**src/sv/cpc_pkg.sv**
```systemverilog
`default_nettype none

package cpc_pkg;

    localparam int MAX_WIDTH_DEF  = 512;
    localparam int MAX_HEIGHT_DEF = 512;

    localparam int FRAME_W = 10;
    localparam int THR_W   = 8;
    localparam int PIX_W   = 8;
    localparam int COUNT_W = 19;

    localparam int ADDR_W = 4;
    localparam int DATA_W = 32;

    localparam logic [ADDR_W-3:0] REG_FRAME_WIDTH  = 2'd0;
    localparam logic [ADDR_W-3:0] REG_FRAME_HEIGHT = 2'd1;
    localparam logic [ADDR_W-3:0] REG_THRESHOLD    = 2'd2;

    localparam logic [FRAME_W-1:0] FRAME_WIDTH_RST  = 10'd320;
    localparam logic [FRAME_W-1:0] FRAME_HEIGHT_RST = 10'd200;
    localparam logic [THR_W-1:0]   THRESHOLD_RST    = 8'd128;

    localparam logic [COUNT_W-1:0] COUNT_MAX = {COUNT_W{1'b1}};

    typedef struct packed {
        logic [FRAME_W-1:0] frame_width;
        logic [FRAME_W-1:0] frame_height;
        logic [THR_W-1:0]   contrast_threshold;
    } cpc_cfg_t;

endpackage

`default_nettype wire

```
**src/sv/cpc_apb_regs.sv**
```systemverilog
`default_nettype none

module cpc_apb_regs
    import cpc_pkg::*;
(
    input  wire logic              clk,
    input  wire logic              rst_n,
    input  wire logic              psel,
    input  wire logic              penable,
    input  wire logic              pwrite,
    input  wire logic [ADDR_W-1:0] paddr,
    input  wire logic [DATA_W-1:0] pwdata,
    output logic      [DATA_W-1:0] prdata,
    output logic                   pready,
    output cpc_cfg_t               cfg
);

    logic [FRAME_W-1:0] frame_width_reg;
    logic [FRAME_W-1:0] frame_height_reg;
    logic [THR_W-1:0]   threshold_reg;
    logic               wr_en;
    logic [ADDR_W-3:0]  reg_index;

    assign pready    = 1'b1;
    assign reg_index = paddr[ADDR_W-1:2];
    assign wr_en     = psel && penable && pwrite;

    always_ff @(posedge clk or negedge rst_n)
    begin
        if (!rst_n)
        begin
            frame_width_reg  <= FRAME_WIDTH_RST;
            frame_height_reg <= FRAME_HEIGHT_RST;
            threshold_reg    <= THRESHOLD_RST;
        end
        else if (wr_en)
        begin
            case (reg_index)
                REG_FRAME_WIDTH:  frame_width_reg  <= pwdata[FRAME_W-1:0];
                REG_FRAME_HEIGHT: frame_height_reg <= pwdata[FRAME_W-1:0];
                REG_THRESHOLD:    threshold_reg    <= pwdata[THR_W-1:0];
                default:          ;
            endcase
        end
    end

    always_comb
    begin
        case (reg_index)
            REG_FRAME_WIDTH:  prdata = {{(DATA_W-FRAME_W){1'b0}}, frame_width_reg};
            REG_FRAME_HEIGHT: prdata = {{(DATA_W-FRAME_W){1'b0}}, frame_height_reg};
            REG_THRESHOLD:    prdata = {{(DATA_W-THR_W){1'b0}}, threshold_reg};
            default:          prdata = '0;
        endcase
    end

    assign cfg.frame_width        = frame_width_reg;
    assign cfg.frame_height       = frame_height_reg;
    assign cfg.contrast_threshold = threshold_reg;

endmodule

`default_nettype wire

```
**config.mk**
```make
export PLATFORM = sky130hd
export DESIGN_NAME = cpc_apb_regs
export DESIGN_NICKNAME = d
export VERILOG_FILES = /design/src/sv/cpc_pkg.sv /design/src/sv/cpc_apb_regs.sv
export SDC_FILE = /design/constraint.sdc
export NUM_CORES = 1
export LEC_CHECK = 0
export BUFFER_PORTS_ARGS = -buffer_cell sky130_fd_sc_hd__buf_2
export CORE_MARGIN = 4
export CORE_UTILIZATION = 37
export CTS_CLUSTER_SIZE = 16
export DETAILED_ROUTE_END_ITERATION = 8
export PLACE_DENSITY = 0.73
export SLEW_MARGIN = 20
export SYNTH_ARGS = -nofsm -noshare
export SYNTH_HDL_FRONTEND = slang
export SYNTH_SLANG_ARGS = --single-unit
```
**constraint.sdc**
```tcl
create_clock -name clk -period 0.9 [get_ports clk]
set_input_delay 0.135 -clock clk [delete_from_list [all_inputs] [get_ports clk]]
set_output_delay 0.135 -clock clk [all_outputs]
set_load 0.02 [all_outputs]
```
==> impl_summary.log <==
INFO  metric final_net_count = 259
INFO  metric hold-path-cell-count = 2
INFO  metric design.portCount = 102
INFO  metric synthesis.area = 1501 sq um
INFO  metric portBuffers = 54
INFO  metric worst_r2r_endpoint = frame_width_reg[4]$_DFFE_PN0P_
INFO  metric status = finished with violations
INFO  metric min_from = pwdata[8]
INFO  metric placementRows = 22
INFO  metric pin_count_of_the_biggest_net_entering_global_routing = 29
INFO  metric cts-root-buf = sky130_fd_sc_hd__clkbuf_8
INFO  metric clock-sinks = 28
INFO  metric core_area = 3799 sq um
INFO  metric count_of_inserted_antenna_diode_cells = 0
INFO  metric setup_tns_final = -9.601 ns
INFO  metric floorplan.initialDensity = 39.53%
INFO  metric dpl-instance-area = 1967 sq um
INFO  metric worst-endpoint-arrival = 1.18 ns
INFO  metric top_cells_by_area_synth = sky130_fd_sc_hd__dfrtp_1, sky130_fd_sc_hd__mux2_2, sky130_fd_sc_hd__buf_4, sky130_fd_sc_hd__dfstp_2, sky130_fd_sc_hd__mux2_4
INFO  metric r2r_cells = 3
INFO  metric fp.dieArea = 5141 sq um
INFO  metric startpoint_class = flip-flop
INFO  metric post-dp-hpwl = 2762 microns
INFO  metric drv.max_cap_violation_count = 0
INFO  metric drt-pass1-iter-count = 4
INFO  metric grt_first_pass_wirelength = 6996 microns
INFO  metric first_global_vias = 1406
INFO  metric worstHoldPathType = input port to flip-flop
INFO  metric setup_viol_count_final = 65
INFO  metric period_share = 146.2%
INFO  metric crit_fanout = 2
INFO  metric final_core_util = 70.72%
INFO  metric synth.top_cells.by_count = sky130_fd_sc_hd__buf_4, sky130_fd_sc_hd__dfrtp_1, sky130_fd_sc_hd__mux2_2
INFO  metric syn-instance-count = 119
INFO  metric ys_dominant_reg_cell = sky130_fd_sc_hd__dfrtp_1
INFO  metric drtAntennaViolNets = 0
INFO  metric max-vdd-ir-drop = 0.001455 V
INFO  metric violations = setup timing
INFO  metric cts_tree = yes
INFO  metric drive_above_1_share = 70.51%
INFO  metric timing_hold_violations_final = 0
INFO  metric die_h = 71.70 microns
INFO  metric clock_skew = 0 ns
INFO  metric r2r_start = frame_width_reg[4]$_DFFE_PN0P_
INFO  metric areaGrowthSynthToFinish = 78.92%
INFO  metric yosys.cell_types.count = 19
INFO  metric detail_route.drc_violations = 0
INFO  metric finalCriticalPeriod = 1.316 ns
INFO  metric hold_ws = 0.1031 ns
INFO  metric worst_ep_required_time = 0.76 ns
INFO  metric endpoint_kind = primary output
INFO  metric vias = 1209
INFO  metric layout_setup_ws = -0.4158 ns
INFO  metric peak_clock_frequency_supported_by_timing = 0.7600 GHz
INFO  metric unrepaired_setup_endpoints_after_global_routing = true
INFO  metric cts_made_buffers = 3
INFO  metric grt_usage = 17.88%
INFO  metric synth-warning-count = 0
INFO  metric stdcell_area = 2686 sq um
INFO  metric wl_per_cell = 17.37 microns
INFO  metric power.total = 5822 uW
INFO  metric antenna_found_initial = 0
INFO  metric detail_route.iter0.violations = 36
INFO  metric clk_pin_slew = 0.09 ns
INFO  metric ys_async_sr_fraction = 100.0%
INFO  metric grt_remaining_overflow = 0
INFO  metric postRouteWirelength = 4603 microns
INFO  metric synth_enable_flop_cells = 0
INFO  metric clockBufferDepth = 2
INFO  metric worstSkewPairLatency = 0.28 ns
INFO  metric h-tree-depth = 1
INFO  metric final_max_tran_viols = 0
INFO  metric timing.reg2reg.setup_slack = -0.12 ns
INFO  metric avgViaCountPerCell = 4.562
INFO  metric worst_hold_path.endpoint = frame_width_reg[8]$_DFFE_PN1P_
INFO  metric gp_congestion = 0.7487
INFO  metric die_w = 71.70 microns
INFO  metric cellPowerDensity = 2167 nW/um^2
INFO  metric synth-seq-area-share = 47.17%
INFO  metric synthMostInstantiatedCell = sky130_fd_sc_hd__buf_4
INFO  metric p_leak = 0.001362 uW
INFO  metric synth-seq-cells = 28
INFO  metric synth.avg_cell_area = 12.62 sq um
INFO  metric synth_top_cell_area_share = 36.67%
INFO  metric synth_top_cell_by_area = sky130_fd_sc_hd__dfrtp_1
INFO  metric worstSetupPathType = flip-flop to primary output
## layout make-up
| cell class | count | area (sq um) |
|---|---|---|
| Timing Repair Buffer | 101 | 1055 |
| Fill cell | 273 | 1112 |
| Tap cell | 48 | 60.06 |
| Sequential cell | 28 | 708.2 |
| Clock inverter | 1 | 30.03 |
| Multi-Input combinational cell | 84 | 792.0 |
| Clock buffer | 3 | 41.29 |
## stage by stage
stage | setup WS, ns | std cells
after floorplan | -0.2597 | 140
after global placement | -0.3865 | 235
after detailed placement | -0.4242 | 235
after CTS | -0.4115 | 263
after global routing | -0.4739 | 265
final | -0.4158 | 265
## per-layer routing
layer / part of all wire, % / global-route usage (%) / up-vias
met4: 1.7 / 4.593 / 0
met3: 7.0 / 4.488 / 8
li1: - / - / 554
met1: 38 / 19.90 / 589
met5: 0 / 0 / -
met2: 53 / 33.57 / 58
## worst max-delay path by stage
stage | start | endpoint | cells past startpoint
3_3_place_gp | paddr[2] | frame_height_reg[2]$_DFFE_PN0P_ | 4
5_1_grt | frame_width_reg[6]$_DFFE_PN1P_ | prdata[6] | 3
2_1_floorplan | pwrite | frame_height_reg[0]$_DFFE_PN0P_ | 4
6_report | frame_height_reg[7]$_DFFE_PN1P_ | prdata[7] | 3
4_1_cts | frame_height_reg[3]$_DFFE_PN1P_ | prdata[3] | 3
3_5_place_dp | paddr[2] | frame_height_reg[9]$_DFFE_PN0P_ | 4
## cell families after synthesis
| kind of cell | count (synthesis) | share of synthesized area, % |
|---|---|---|
| buffers and inverters | 28 | 13.42 |
| DFF | 28 | 47.17 |
| and+or+nand+nor | 15 | 6.084 |
| muxes | 38 | 30.17 |
| AOI/OAI and AO/OA | 8 | 2.667 |
| other | 2 | 0.5002 |
## report_power, final
| part | switching (uW) | internal [uW] |
|---|---|---|
| Combinational | 1240 | 1730 |
| Sequential | 266 | 1600 |
| Clock | 396 | 596 |
| Total | 1900 | 3920 |
## what timing repair did
| item | 4_1_cts | 5_1_grt |
|---|---|---|
| gates resized for setup | 111 | 23 |
| gates cloned | 2 | 0 |
| hold buffers | 1 | 0 |
| endpoints found under the setup margin | 61 | 66 |
| pin swaps | 2 | 3 |
| hold endpoints to repair | 28 | 0 |
| setup buffers | 22 | 14 |
## placed cells by master, fill, tap and decap left out
| cell type | synthesis | routed |
|---|---|---|
| sky130_fd_sc_hd__buf_2 | 2 | 13 |
| sky130_fd_sc_hd__buf_16 | 0 | 2 |
| sky130_fd_sc_hd__dfstp_2 | 6 | 6 |
| sky130_fd_sc_hd__o21ai_1 | 0 | 1 |
| sky130_fd_sc_hd__buf_6 | 1 | 69 |
| sky130_fd_sc_hd__or3b_4 | 0 | 1 |
| sky130_fd_sc_hd__nor3b_4 | 0 | 1 |
| sky130_fd_sc_hd__buf_4 | 23 | 13 |
| sky130_fd_sc_hd__mux2i_2 | 0 | 1 |
| sky130_fd_sc_hd__nor2b_2 | 0 | 1 |
| sky130_fd_sc_hd__nor2_2 | 0 | 2 |
| sky130_fd_sc_hd__nand2_1 | 8 | 8 |
| sky130_fd_sc_hd__buf_12 | 0 | 1 |
| sky130_fd_sc_hd__conb_1 | 2 | 23 |
| sky130_fd_sc_hd__dfrtp_1 | 22 | 22 |
| sky130_fd_sc_hd__clkbuf_8 | 0 | 3 |
| sky130_fd_sc_hd__o21ai_2 | 0 | 7 |
| sky130_fd_sc_hd__nand3_4 | 0 | 1 |
| sky130_fd_sc_hd__buf_8 | 0 | 2 |
| sky130_fd_sc_hd__dlygate4sd3_1 | 0 | 1 |
| sky130_fd_sc_hd__mux2_4 | 10 | 28 |
| sky130_fd_sc_hd__mux2i_1 | 10 | 9 |
| sky130_fd_sc_hd__nor3_4 | 1 | 1 |
| sky130_fd_sc_hd__bufinv_16 | 0 | 1 |
## critical path, cell delays in order, from the launching register on
cell                      delay, ns
sky130_fd_sc_hd__dfstp_2       0.56
sky130_fd_sc_hd__mux2i_1       0.08
sky130_fd_sc_hd__o21ai_2       0.13
sky130_fd_sc_hd__buf_6         0.13
Note: power is estimated with default switching activity, not from simulation.
